--- src/ptcm_pkg.sv ---
// ============================================================================
// ptcm_pkg - shared types and constants for the tone channel mixer
// Register map, the per-channel control bundle and the volume ROM.
// ============================================================================
`default_nettype none

package ptcm_pkg;

    localparam int unsigned MAX_CHANNELS     = 3;
    localparam int unsigned CHANNELS_DEFAULT = 3;

    localparam int unsigned ADDR_W   = 4;
    localparam int unsigned DATA_W   = 8;
    localparam int unsigned PERIOD_W = 12;
    localparam int unsigned LEVEL_W  = 4;
    localparam int unsigned AMP_W    = 14;
    localparam int unsigned SAMPLE_W = 15;

    // Input kinds (tuser bit 0) and bus ports (tuser bit 1)
    localparam logic ACTION_BUS  = 1'b0;
    localparam logic ACTION_TICK = 1'b1;
    localparam logic PORT_ADDR   = 1'b0;
    localparam logic PORT_DATA   = 1'b1;

    // Register map
    localparam logic [ADDR_W-1:0] REG_PERIOD_BASE = 4'd0;
    localparam logic [ADDR_W-1:0] REG_MIXER       = 4'd7;
    localparam logic [ADDR_W-1:0] REG_LEVEL_BASE  = 4'd8;

    typedef struct packed {
        logic              tick;
        logic              wr_period_lo;
        logic              wr_period_hi;
        logic              wr_mixer;
        logic              wr_level;
        logic [DATA_W-1:0] data;
    } ch_ctrl_t;

    // Logarithmic volume table, 3 dB per step
    function automatic logic [AMP_W-1:0] vol_rom(input logic [LEVEL_W-1:0] level);
        logic [AMP_W-1:0] amp;
        case (level)
            4'd0:    amp = 14'd0;
            4'd1:    amp = 14'd64;
            4'd2:    amp = 14'd91;
            4'd3:    amp = 14'd128;
            4'd4:    amp = 14'd181;
            4'd5:    amp = 14'd256;
            4'd6:    amp = 14'd362;
            4'd7:    amp = 14'd512;
            4'd8:    amp = 14'd724;
            4'd9:    amp = 14'd1024;
            4'd10:   amp = 14'd1448;
            4'd11:   amp = 14'd2048;
            4'd12:   amp = 14'd2896;
            4'd13:   amp = 14'd4096;
            4'd14:   amp = 14'd5793;
            4'd15:   amp = 14'd8192;
            default: amp = 14'd0;
        endcase
        return amp;
    endfunction

endpackage

`default_nettype wire

--- src/psg_tone_channel_mixer.sv ---
// ============================================================================
// psg_tone_channel_mixer - three-channel square-wave tone generator and mixer
// Bus writes program tone periods, disable bits and volumes; ticks advance
// the tone counters. Every input transfer yields one mixed sample.
// ============================================================================
//
//  channel | direction | handshake           | payload
//  --------+-----------+---------------------+----------------------------------
//  s_*     | in        | s_tvalid / s_tready | tdata: bus_data[7:0]
//          |           |                     | tuser: action[0], port_select[1]
//  m_*     | out       | m_tvalid / m_tready | tdata: sample_sum[14:0], 0[15]
//
//  One input transfer per cycle while s_tready is high; each transfer updates
//  the channel state and loads its sample into the output register at the same
//  edge, so the sample is offered from the next cycle.
//  The output register takes a new sample whenever it is empty or being
//  drained, so s_tready = !m_tvalid || m_tready and stalls pass straight back.
//  rst_n (asynchronous, active low) clears all channel state and the address
//  latch to zero and empties the output register.
// ============================================================================
`default_nettype none

module psg_tone_channel_mixer #(
    parameter int unsigned CHANNELS = ptcm_pkg::CHANNELS_DEFAULT
) (
    input  wire         clk,
    input  wire         rst_n,
    input  wire         s_tvalid,
    output logic        s_tready,
    input  wire  [7:0]  s_tdata,    // [7:0] bus_data
    input  wire  [1:0]  s_tuser,    // [0] action, [1] port_select
    output logic        m_tvalid,
    input  wire         m_tready,
    output logic [15:0] m_tdata     // [14:0] sample_sum, [15] zero
);

    logic                               accept;
    logic                               bus_write;
    logic                               data_write;
    logic                               is_tick;
    logic [ptcm_pkg::ADDR_W-1:0]        addr_reg, addr_next;
    logic                               out_valid_reg;
    logic [ptcm_pkg::SAMPLE_W-1:0]      sample_reg, sample_next;
    logic [ptcm_pkg::AMP_W-1:0]         amp [CHANNELS];

    assign s_tready   = !out_valid_reg || m_tready;
    assign accept     = s_tvalid && s_tready;
    assign is_tick    = (s_tuser[0] == ptcm_pkg::ACTION_TICK);
    assign bus_write  = (s_tuser[0] == ptcm_pkg::ACTION_BUS);
    assign data_write = bus_write && (s_tuser[1] == ptcm_pkg::PORT_DATA);

    // Latch the register address on an address-port write
    always_comb
    begin
        addr_next = addr_reg;
        if (bus_write && (s_tuser[1] == ptcm_pkg::PORT_ADDR))
        begin
            addr_next = s_tdata[ptcm_pkg::ADDR_W-1:0];
        end
    end

    // Decode the latched address per channel; channels beyond CHANNELS are absent
    for (genvar g = 0; g < CHANNELS; g++)
    begin : g_ch
        localparam logic [ptcm_pkg::ADDR_W-1:0] A_LO =
            ptcm_pkg::REG_PERIOD_BASE + ptcm_pkg::ADDR_W'(2 * g);
        localparam logic [ptcm_pkg::ADDR_W-1:0] A_HI = A_LO + ptcm_pkg::ADDR_W'(1);
        localparam logic [ptcm_pkg::ADDR_W-1:0] A_LVL =
            ptcm_pkg::REG_LEVEL_BASE + ptcm_pkg::ADDR_W'(g);

        ptcm_pkg::ch_ctrl_t ctrl;

        always_comb
        begin
            ctrl.tick         = is_tick;
            ctrl.wr_period_lo = data_write && (addr_reg == A_LO);
            ctrl.wr_period_hi = data_write && (addr_reg == A_HI);
            ctrl.wr_mixer     = data_write && (addr_reg == ptcm_pkg::REG_MIXER);
            ctrl.wr_level     = data_write && (addr_reg == A_LVL);
            ctrl.data         = s_tdata;
        end

        ptcm_tone_ch #(
            .CH_INDEX (g)
        ) u_ch (
            .clk      (clk),
            .rst_n    (rst_n),
            .en       (accept),
            .ctrl     (ctrl),
            .amp_next (amp[g])
        );
    end

    // Mix the post-update amplitudes of all channels
    always_comb
    begin
        sample_next = '0;
        for (int i = 0; i < CHANNELS; i++)
        begin
            sample_next = sample_next + ptcm_pkg::SAMPLE_W'(amp[i]);
        end
    end

    always_ff @(posedge clk or negedge rst_n)
    begin
        if (!rst_n)
        begin
            addr_reg      <= '0;
            out_valid_reg <= 1'b0;
        end
        else
        begin
            if (accept)
            begin
                addr_reg      <= addr_next;
                out_valid_reg <= 1'b1;
            end
            else if (m_tready)
            begin
                out_valid_reg <= 1'b0;
            end
        end
    end

    // Hold the sample while the output is stalled
    always_ff @(posedge clk)
    begin
        if (accept)
        begin
            sample_reg <= sample_next;
        end
    end

    assign m_tvalid = out_valid_reg;
    assign m_tdata  = {1'b0, sample_reg};

endmodule

`default_nettype wire

--- src/ptcm_tone_ch.sv ---
// ============================================================================
// ptcm_tone_ch - one square-wave tone channel
// Period, down counter, square level, disable bit and volume of one channel;
// presents the amplitude that the channel contributes after the update.
// ============================================================================
`default_nettype none

module ptcm_tone_ch #(
    parameter int unsigned CH_INDEX = 0
) (
    input  wire                                  clk,
    input  wire                                  rst_n,
    input  wire                                  en,
    input  ptcm_pkg::ch_ctrl_t                   ctrl,
    output logic [ptcm_pkg::AMP_W-1:0]           amp_next
);

    logic [ptcm_pkg::PERIOD_W-1:0] period_reg, period_next;
    logic [ptcm_pkg::PERIOD_W-1:0] count_reg, count_next;
    logic                          square_reg, square_next;
    logic                          disable_reg, disable_next;
    logic [ptcm_pkg::LEVEL_W-1:0]  level_reg, level_next;

    always_comb
    begin
        period_next  = period_reg;
        count_next   = count_reg;
        square_next  = square_reg;
        disable_next = disable_reg;
        level_next   = level_reg;

        if (ctrl.wr_period_lo)
        begin
            period_next = {period_reg[ptcm_pkg::PERIOD_W-1:ptcm_pkg::DATA_W], ctrl.data};
        end
        if (ctrl.wr_period_hi)
        begin
            period_next = {ctrl.data[3:0], period_reg[ptcm_pkg::DATA_W-1:0]};
        end
        if (ctrl.wr_mixer)
        begin
            disable_next = ctrl.data[CH_INDEX];
        end
        if (ctrl.wr_level)
        begin
            level_next = ctrl.data[ptcm_pkg::LEVEL_W-1:0];
        end

        // Reload and toggle when the count has run out; zero period acts as one
        if (ctrl.tick)
        begin
            if (count_reg <= ptcm_pkg::PERIOD_W'(1))
            begin
                count_next  = (period_reg == '0) ? ptcm_pkg::PERIOD_W'(1) : period_reg;
                square_next = ~square_reg;
            end
            else
            begin
                count_next = count_reg - ptcm_pkg::PERIOD_W'(1);
            end
        end

        amp_next = (disable_next || square_next) ? ptcm_pkg::vol_rom(level_next) : '0;
    end

    always_ff @(posedge clk or negedge rst_n)
    begin
        if (!rst_n)
        begin
            period_reg  <= '0;
            count_reg   <= '0;
            square_reg  <= 1'b0;
            disable_reg <= 1'b0;
            level_reg   <= '0;
        end
        else if (en)
        begin
            period_reg  <= period_next;
            count_reg   <= count_next;
            square_reg  <= square_next;
            disable_reg <= disable_next;
            level_reg   <= level_next;
        end
    end

endmodule

`default_nettype wire

--- config.mk ---
export PLATFORM = sky130hd
export DESIGN_NAME = psg_tone_channel_mixer
export DESIGN_NICKNAME = d
export VERILOG_FILES = /design/src/ptcm_pkg.sv /design/src/psg_tone_channel_mixer.sv /design/src/ptcm_tone_ch.sv
export SDC_FILE = /design/constraint.sdc
export NUM_CORES = 1
export LEC_CHECK = 0
export ABC_AREA = 1
export ABC_CLOCK_PERIOD_IN_PS = 7940
export BUFFER_PORTS_ARGS = -buffer_cell sky130_fd_sc_hd__buf_2
export CAP_MARGIN = 20
export CORE_AREA = 2 2 132 134
export CTS_CLUSTER_DIAMETER = 100
export DETAILED_ROUTE_END_ITERATION = 7
export DIE_AREA = 0 0 134 136
export GPL_TIMING_DRIVEN = 0
export PLACE_DENSITY = 0.66
export RECOVER_POWER = 100
export SKIP_CTS_REPAIR_TIMING = 1
export SLEW_MARGIN = 20
export SYNTH_ARGS = -nofsm -noshare
export SYNTH_HDL_FRONTEND = slang
export SYNTH_SLANG_ARGS = --single-unit
--- constraint.sdc ---
create_clock -name clk -period 7.94 [get_ports clk]
set_input_delay 0 -clock clk [delete_from_list [all_inputs] [get_ports clk]]
set_output_delay 0 -clock clk [all_outputs]
set_load 0.01 [all_outputs]
# Word-level counts from Yosys, hierarchy flattened
# Memory sizes are Yosys's and may differ from the RTL's.
# Index checks and enable logic that the tools add are counted.
[op_classes]
n_mux = 29
n_bitwise = 8
n_addsub = 5
eq_ne = 9
n_reduce_logical = 31
magnitude_cmp = 3
[ops]
columns = ["op", "count"]
rows = [
  ["$mux W12", 9],
  ["$mux W14", 3],
  ["$le A12 B1 Y1 const B", 3],
  ["$logic_not A12 Y1", 3],
  ["$sub A12 B1 Y12 const B", 3],
  ["$mux W8", 3],
  ["$add A14 B14 Y15", 1],
  ["$add A15 B14 Y15", 1],
  ["$logic_and A1 B1 Y1", 13],
  ["$eq A4 B3 Y1 const B", 3],
  ["$eq A4 B4 Y1 const B", 3],
  ["$mux W4", 3],
  ["$mux W1", 11],
  ["$reduce_and A2 Y1", 5],
  ["$reduce_and A3 Y1", 3],
  ["$eq A4 B2 Y1 const B", 2],
  ["$not A1 Y1", 8],
  ["$eq A4 B1 Y1 const B", 1],
  ["$logic_not A4 Y1", 1],
  ["$logic_or A1 B1 Y1", 4],
  ["$reduce_bool A2 Y1", 1],
  ["$logic_not A1 Y1", 1],
]
[totals]
output_inout_bits = 18
n_memories = 3
mem_bits_ro = 672
register_bits = 110
elab_cells = 109
inputBits = 14
[mem_list]
columns = ["memory", "words", "width", "rd", "rd_ports_with_merged_regs", "wr", "line_no", "source"]
rows = [
  ["(name not given)", 16, 14, 1, 0, 0, "ptcm_pkg.sv:42", "case (level)"],
  ["(name not given)", 16, 14, 1, 0, 0, "ptcm_pkg.sv:42", ""],
  ["(name not given)", 16, 14, 1, 0, 0, "ptcm_pkg.sv:42", ""],
]

# Logic depth before layout (Yosys ltp)
# Gate-level depths: netlist (run 1).
[logic_depth]
depth_word = 8
mapped_depth = 23
mapped_depth_nobuf = 23

# By module
# From an unflattened synthesis (run 1), not the netlist that was laid out.
[hier_totals]
hier_cells = 1168
area_unflattened_um2 = 8010.2
[by_module_without_submodules]
columns = ["mod", "seq_area_each_um2", "area_per_inst_um2", "cells_per_inst", "instances"]
rows = [
  ["ptcm_tone_ch (g_ch[1].u_ch)", 750.7, 2100.8, 323, 1],
  ["ptcm_tone_ch (g_ch[0].u_ch)", 750.7, 2062.0, 313, 1],
  ["ptcm_tone_ch (g_ch[2].u_ch)", 750.7, 2047.0, 313, 1],
  ["psg_tone_channel_mixer", 575.6, 1800.5, 219, 1],
]

# Worst setup path before layout (run 1)
# No wires, ideal clock.
[synth_path]
path_type = "register to register"
start = "register addr_reg[1] in the netlist's numbering"
end = "register sample_reg[11] in the netlist's numbering, data pin"
stages_incl_launch_ff = 18
arrival_time_ns = 3.223
setup_time_ns = 0.259
required_ns = 7.681
setup_slack_ns = 4.459
period_less_slack_ns = 3.481
n_path_buf = 0
path_cell_list = "dfrtp_1 -> nor2_1 -> nand3_2 -> o21ai_0 -> inv_1 -> ha_1 -> inv_1 -> nand2_1 -> nand3_1 -> nand3_1 -> fa_1 -> inv_1 -> ha_1 -> a21oi_1 -> o21ai_0 -> nand2_1 -> nand3_1 -> xor2_1"
[synth_via]
elab_chain_len = 7
[synth_rtl]
columns = ["element", "line_no", "source"]
rows = [
  ["start, declared", "psg_tone_channel_mixer.sv:41", "logic [ptcm_pkg::ADDR_W-1:0] addr_reg, addr_next;"],
  ["start signal, assigned", "psg_tone_channel_mixer.sv:115", "addr_reg <= addr_next;"],
  ["$eq A4 B4 Y1", "psg_tone_channel_mixer.sv:79", "ctrl.wr_level = data_write && (addr_reg == A_LVL);"],
  ["$logic_and A1 B1 Y1", "psg_tone_channel_mixer.sv:79", ""],
  ["$mux W4", "ptcm_tone_ch.sv:44", "if (ctrl.wr_level)"],
  ["net g_ch[0].u_ch.level_next, one bit", "ptcm_tone_ch.sv:22", "logic [ptcm_pkg::LEVEL_W-1:0] level_reg, level_next;"],
  ["$mem_v2 Z16 W14", "--", ""],
  ["$mux W14", "ptcm_tone_ch.sv:63", "amp_next = (disable_next || square_next) ? ptcm_pkg::vol_rom(level_next) : '0;"],
  ["$add A14 B14 Y15", "psg_tone_channel_mixer.sv:100", "sample_next = sample_next + ptcm_pkg::SAMPLE_W'(amp[i]);"],
  ["$add A15 B14 Y15", "psg_tone_channel_mixer.sv:100", ""],
  ["net sample_next, one bit", "psg_tone_channel_mixer.sv:43", "logic [ptcm_pkg::SAMPLE_W-1:0] sample_reg, sample_next;"],
  ["end signal, assigned", "psg_tone_channel_mixer.sv:130", "sample_reg <= sample_next;"],
  ["end, declared", "psg_tone_channel_mixer.sv:43", ""],
]
# The timed path passes the listed nets, and every way through them passes these cells.
# A chain may end at the register's enable or synchronous reset.

==> results.md, run 1 <==
* Status: complete, but fails checks
* Failing checks: hold timing, capacitance limit, slew limit
* Critical path cell sequence: dlygate4sd3_1 > clkbuf_1 > clkbuf_1
* Fin nets at 1,122
* Leak at 4.16 nW
* Die W at 134 µm
* Largest fanout on the critical path at 66
* Final hold slack at -0.00771 ns
* Clk sinks at 110
* Wire per inst at 14.3 µm
* Unrepaired setup endpoints after global routing: false
* Avg Inst Size Synth at 7.25 µm²
* Required @ worst endpoint at 7.58 ns
* Antenna Cells at 0
* Via count at 6,743
* Die height at 136 µm
* Area growth, synth to finish at 10.0%
* Leading area contributor after synthesis: dfrtp_1
* Number of synthesized flops with an enable pin at 15
* DP HPWL at 13.9 mm
* Place WS at 3.81 ns
* Total gr overflow at 0
* Placed Area at 7860 µm²
* Drt via density at 5.21
* Number of I/O pins at 32
* Tightest Pin Transition at 3.62 ns
* Tot GR Track Use at 0.214
* Yosys top cell area share at 0.321
* First-pass GRT wire length at 31.0 mm
* Post-Route WL at 18.5 mm
* Antenna-violating nets left at 0
* Post-route worst setup slack at 3.19 ns
* Fraction of layout cells with a size suffix above 1 at 0.0579
* CTS buffer count at 9
* Residual DRC at 0
* Post-synthesis cell count at 1,020
* Bufs on Longest Clock Path at 2
* Post-synth top flop: dfrtp_1
* Most common cell after layout, fill and taps aside: nand2_1
* Slowest cell on crit path: clkbuf_1
* CP top delay family: buffers and inverters
* TritonCTS clock tree: done
* Iter 0 DRT Violations at 442
* Setup Skew at 0.0125 ns
* Yosys warning count at 0
* Max Fclk at 210 MHz
* Sw Ratio at 0.441
* Commonest cells after routing, fill and taps aside: nand2_1, inv_1, o21ai_0
* Seq cells post-synth at 110
* Number of max-cap violations at 2
* Cell area after synthesis at 7390 µm²
* Setup TNS at 0 ns
* Share of synthesized registers carrying an async set or reset at 0.864
* Gp weighted congestion at 0.929
* Switch Pwr at 1.19 mW
* Combinational share of power at 0.459
* Peak VDD IR at 134 µV
* Core Area at 16,900 µm²
* Hold WC Path Type: input pin to register
* Largest net degree at the start of global routing at 67
* Clk pwr share at 0.189
* WP buf/inv at 3
* Initial antenna violation count at 0
* Crit-path max cell delay at 2.63 ns
* Skew-Pair Late Insertion Delay at 0.37 ns
* Crit path time final at 4.75 ns
* CP Class: input pin to async pin
* Drt first pass iters at 6
* Flop pwr share at 0.352
* Cell area after layout at 8140 µm²
* Pint at 1.50 mW
* H-tree lvl count at 3
* Crit. End Element: async pin
* Cell variety after synth at 40
* Vias in the first global route at 6,220
* Rel. slew slack at -1.41
* Final Setup Violations at 0
* Initial Util at 0.438
* Synthesized Nets at 1,077
* Startpoint types: input pin
* Clk root buf: clkbuf_16
* Cell mode on critical path: clkbuf_1
* Sequential cell area fraction in the yosys report at 0.382
* Part of the cycle the worst path needs at 0.599
* Clock-pin slew on the worst setup and hold paths at 0.07 ns
* Max-slew violations at 98
* Area contributors post-synth: dfrtp_1, nand2_1, nand3_1, o21ai_0, inv_1
* Fin. Hold Viols at 2
* Buffers on Ports at 30
* Std-Cell Rows at 48
* Pwr dens at 331 nW/µm²
* Arr. time, crit path at 4.40 ns
* Die area at 18,200 µm²
## kinds of logic after synthesis
kind of cell | synth area share
flops | 0.382
simple gates | 0.305
compound gates | 0.121
xor+xnor | 0.0201
other cells | 0.000507
fa+ha+maj | 0.0880
buf+inv | 0.0829
## metrics by stage
stage	total power, mW	instances	hold WS (ns)	utilization
floorplan	1.88	1020	-0.296	-
global placement	2.17	1275	0.284	0.464
detailed placement	2.19	1276	-0.0991	0.466
CTS	2.71	1292	-0.493	0.485
global route	2.96	1295	0.00470	0.482
finish	2.69	1295	-0.00771	0.482
## tightest hold or removal path: cells and delay by family
family | cells | cell delay [ns]
buffers and inverters | 2 | 0.15
AOI/OAI and AO/OA | 1 | 0.16
## routing by layer
layer | track usage | up-vias | share of wire
met3 | 0.0436 | 29 | 0.054
li1 | - | 3395 | -
met2 | 0.354 | 176 | 0.47
met5 | 0 | - | 0
met1 | 0.287 | 3143 | 0.46
met4 | 0.0567 | 0 | 0.015
## synth_stat cells, types with 2 or more instances
| cell | instances |
|---|---|
| nor2_2 | 4 |
| xnor2_1 | 6 |
| o21ai_2 | 4 |
| o211ai_1 | 15 |
| nand3_2 | 4 |
| nor2_1 | 89 |
| inv_2 | 7 |
| xor2_1 | 11 |
| o22ai_1 | 5 |
| nand2_2 | 4 |
| edfxtp_1 | 15 |
| nand3_1 | 104 |
| o21ai_0 | 103 |
| nand4_1 | 9 |
| a21oi_1 | 28 |
| buf_4 | 3 |
| inv_1 | 122 |
| ha_1 | 28 |
| buf_2 | 10 |
| clkbuf_1 | 10 |
| nor3_1 | 5 |
| nand2_1 | 292 |
| fa_1 | 15 |
| o21ai_1 | 8 |
| or2_2 | 4 |
| or2_1 | 3 |
| nand3b_1 | 4 |
| dfrtp_1 | 95 |
| a21o_1 | 2 |
## path summary, 6_finish.rpt
path	slack, ns	to	from	cells after the start
min in group asynchronous	0.59	g_ch[0].u_ch.count_reg[8]	rst_n	2
max reg2reg	3.69	sample_reg[11]	addr_reg[1]	17
min reg2reg	0.49	g_ch[0].u_ch.level_reg[0]	g_ch[0].u_ch.level_reg[0]	2
min	-0.008	g_ch[0].u_ch.period_reg[6]	s_tdata[6]	3
max	3.19	g_ch[2].u_ch.count_reg[11]	rst_n	3
max in group clk	3.69	sample_reg[11]	addr_reg[1]	17
## power by group through the flow
| stage | logic (mW) | clock network, mW | registers (mW) |
|---|---|---|---|
| 2_1_floorplan | 0.954 | 0 | 0.923 |
| 3_5_place_dp | 1.24 | 0 | 0.951 |
| 5_1_grt | 1.44 | 0.540 | 0.978 |
| 3_3_place_gp | 1.22 | 0 | 0.949 |
| 6_report | 1.24 | 0.508 | 0.946 |
| 4_1_cts | 1.25 | 0.519 | 0.944 |
## cell type report
type / instances / area [µm²]
fillers: 1728 / 8740
multi-input cells: 755 / 3930
flip-flops and latches: 110 / 2830
inverters: 130 / 488
well taps: 225 / 282
clock buffers: 9 / 225
repair buffers: 34 / 161
plain buffers: 25 / 120
clock inverters: 7 / 105
(Power assumes the default switching activity.)
==> run 2: changes to the inputs <==
Settings changed: ABC_AREA 1 to 0, ABC_CLOCK_PERIOD_IN_PS 7940 to 4000, PLACE_DENSITY 0.66 to 0.69.
Clock period 7.94 ns to 4 ns, I/O delays scaled along.
==> run 2 against run 1 <==
Compared with the run above:
- the flow finishes with violations (capacitance limit, slew limit, setup timing)
- largest power group is now registers
- total power is 73% higher
- critical endpoint is now sample_reg[13]
- clock skew decreased by 0.0063 ns
- critical path type is now register to register
- final cell count is 14% lower
- highest routed layer is now met5
==> results.md, run 2 <==
* Share of synthesized registers carrying an async set or reset at 0.864
* Bufs on Longest Clock Path at 2
* Die W at 134 µm
* Post-synthesis cell count at 819
* Largest net degree at the start of global routing at 81
* DP HPWL at 13.5 mm
* Rel. slew slack at -0.311
* Hold_sp: s_tdata[1]
* Fin. Hold Viols at 0
* Most common cell in the synthesized netlist: dfrtp_1
* Post-synthesis mux area share at 0.0859
* Finished Layout Cells at 1,116
* Post-synth top cells: dfrtp_1, o21ai_0, inv_1
* Number of synthesized flops with an enable pin at 15
* Unrepaired setup endpoints after global routing: true
* Cell count of the worst reg-to-reg path at 13
* Antenna Cells at 0
* Tot GR Track Use at 0.212
* Startpoint types: register
* Required @ worst endpoint at 4.10 ns
* Crit path time final at 4.53 ns
* Pwr dens at 531 nW/µm²
* Area growth, synth to finish at 18.9%
* Residual DRC at 0
* Post-route worst setup slack at -0.527 ns
* Post-synth top flop: dfrtp_1
* Setup Skew at 0.00613 ns
* Post-Synth Simple-Gate Area at 0.169
* Total gr overflow at 0
* Die area at 18,200 µm²
* Crit. End Element: register
* Hold path depth at 3
* Yosys top cell area share at 0.322
* Reg2Reg Capture Point: sample_reg[13]
* Die height at 136 µm
* Drt first pass iters at 5
* Initial Util at 0.438
* Largest fanout on the critical path at 5
* Peak VDD IR at 390 µV
* Compound-Gate Fraction of Synth Area at 0.203
* Leading area contributor after synthesis: dfrtp_1
* Sequential cell area fraction in the yosys report at 0.383
* TritonCTS clock tree: done
* Cell area after synthesis at 7380 µm²
* Largest family of logic cells by synthesized area: compound AO/OA/AOI/OAI gates
* Fin nets at 944
* Worst Hold Endpoint: g_ch[0].u_ch.level_reg[1]
* Final core occ at 0.520
* Fraction of layout cells with a size suffix above 1 at 0.201
* Yosys warning count at 0
* Hold WC Path Type: input pin to register
* Placed insts at 1,074
* Wire per inst at 17.3 µm
* Synth Area in Adders at 0.0881
* Number of max-cap violations at 1
* Failing checks: capacitance limit, slew limit, setup timing
* Commonest cells after routing, fill and taps aside: dfrtp_1, o21ai_0, inv_1
* Initial antenna violation count at 1
* CTS buffer count at 9
* Number of I/O pins at 32
* Reg-to-Reg Start: g_ch[1].u_ch.count_reg[6]
* Area contributors post-synth: dfrtp_1, mux2_2, edfxtp_1, ha_1, o21ai_0
* Flop2flop setup slack at -0.53 ns
* Iter 0 DRT Violations at 516
* Setup TNS at -3.34 ns
* Via count at 6,504
* Buffers on Ports at 29
* Synthesized Nets at 876
* Core Area at 16,900 µm²
* Antenna-violating nets left at 0
* Skew-Pair Late Insertion Delay at 0.35 ns
* Pwr Total at 4.66 mW
* Avg Inst Size Synth at 9.02 µm²
* Std-Cell Rows at 48
* Most common cell after layout, fill and taps aside: dfrtp_1
* Clk root buf: clkbuf_16
* Vias in the first global route at 5,992
* First-pass GRT wire length at 30.6 mm
* Status: complete, but fails checks
* Arr. time, crit path at 4.63 ns
* Post-Route WL at 19.3 mm
* Cell variety after synth at 68
* Final hold slack at 0.0911 ns
* Clk sinks at 110
* Max Fclk at 221 MHz
* Final Setup Violations at 9
* Clock-pin slew on the worst setup and hold paths at 0.08 ns
* Max-slew violations at 81
* Drt via density at 5.83
* CP Class: register to register
* Part of the cycle the worst path needs at 1.13
* Fill cells at 1,543
* Tightest Pin Transition at 1.97 ns
* H-tree lvl count at 3
* Xor and xnor area share after synthesis at 0.0154
* Gp weighted congestion at 0.949
* Seq cells post-synth at 110
* Leak at 3.70 nW
run 2: cell count changes in the layout (fill, tap and decap cells not counted), sizes merged, moves of 42 or more:
cell   change
nand2    -236
nor2      -42
mux2      +43
o21ai     -45
nand3     -74
inv       -67
run 2: cell type report:
cell class	count	area, µm²	share of cell area
buffer	38	203	0.0231
timing repair buffer	61	378	0.0430
inverter	63	236	0.0269
multi-input combinational	604	4570	0.521
tap	225	282	0.0321
sequential	110	2830	0.323
clock buffer	12	246	0.0281
clock inverter	3	28.8	0.00328
run 2: worst max path at each step:
stage	startpoint	end	slack, ns
floorplan	g_ch[1].u_ch.count_reg[7]	sample_reg[13]	-0.47
global placement	addr_reg[2]	sample_reg[14]	-1.04
detailed placement	addr_reg[2]	sample_reg[14]	-0.99
CTS	addr_reg[2]	sample_reg[14]	-1.07
global route	g_ch[1].u_ch.count_reg[6]	sample_reg[13]	-0.63
finish	g_ch[1].u_ch.count_reg[6]	sample_reg[13]	-0.53
run 2: cell families after synthesis:
family / Yosys count
and+or+nand+nor: 251
AOI/OAI and AO/OA: 238
DFF: 110
buffers and inverters: 105
muxes: 58
adders and majority gates: 43
xor gates and xnor gates: 13
other: 1
run 2: through the flow:
step,setup WS [ns],area (µm²)
after floorplan,-0.473,7510
after global placement,-1.04,7940
after detailed placement,-0.992,7970
after CTS,-1.07,8240
after global routing,-0.633,8780
final,-0.527,8780
run 2: worst max-delay path, cell delays in order, from the launching register on:
cell	delay (ns)
dfrtp_1	0.41
or3_4	0.41
or4_4	0.59
or3_4	0.37
and3_4	0.18
or3_4	0.38
fa_1	0.52
inv_2	0.05
ha_4	0.24
nor2b_4	0.12
o31a_1	0.34
o2111ai_4	0.25
nand2_2	0.11
o311a_1	0.30
run 2: routing by layer:
layer | GRT usage | up-vias | share of wire
li1 | - | 3102 | -
met5 | 0 | - | 0.00068
met2 | 0.350 | 199 | 0.48
met3 | 0.0354 | 40 | 0.046
met1 | 0.278 | 3161 | 0.44
met4 | 0.0851 | 2 | 0.032
run 2: power breakdown:
group,internal (mW),leakage (nW),switching (mW),total [mW]
Clock,0.446,0.135,0.424,0.870
Combinational,0.824,2.23,1.06,1.88
Sequential,1.52,1.34,0.391,1.91
Total,2.79,3.70,1.87,4.66
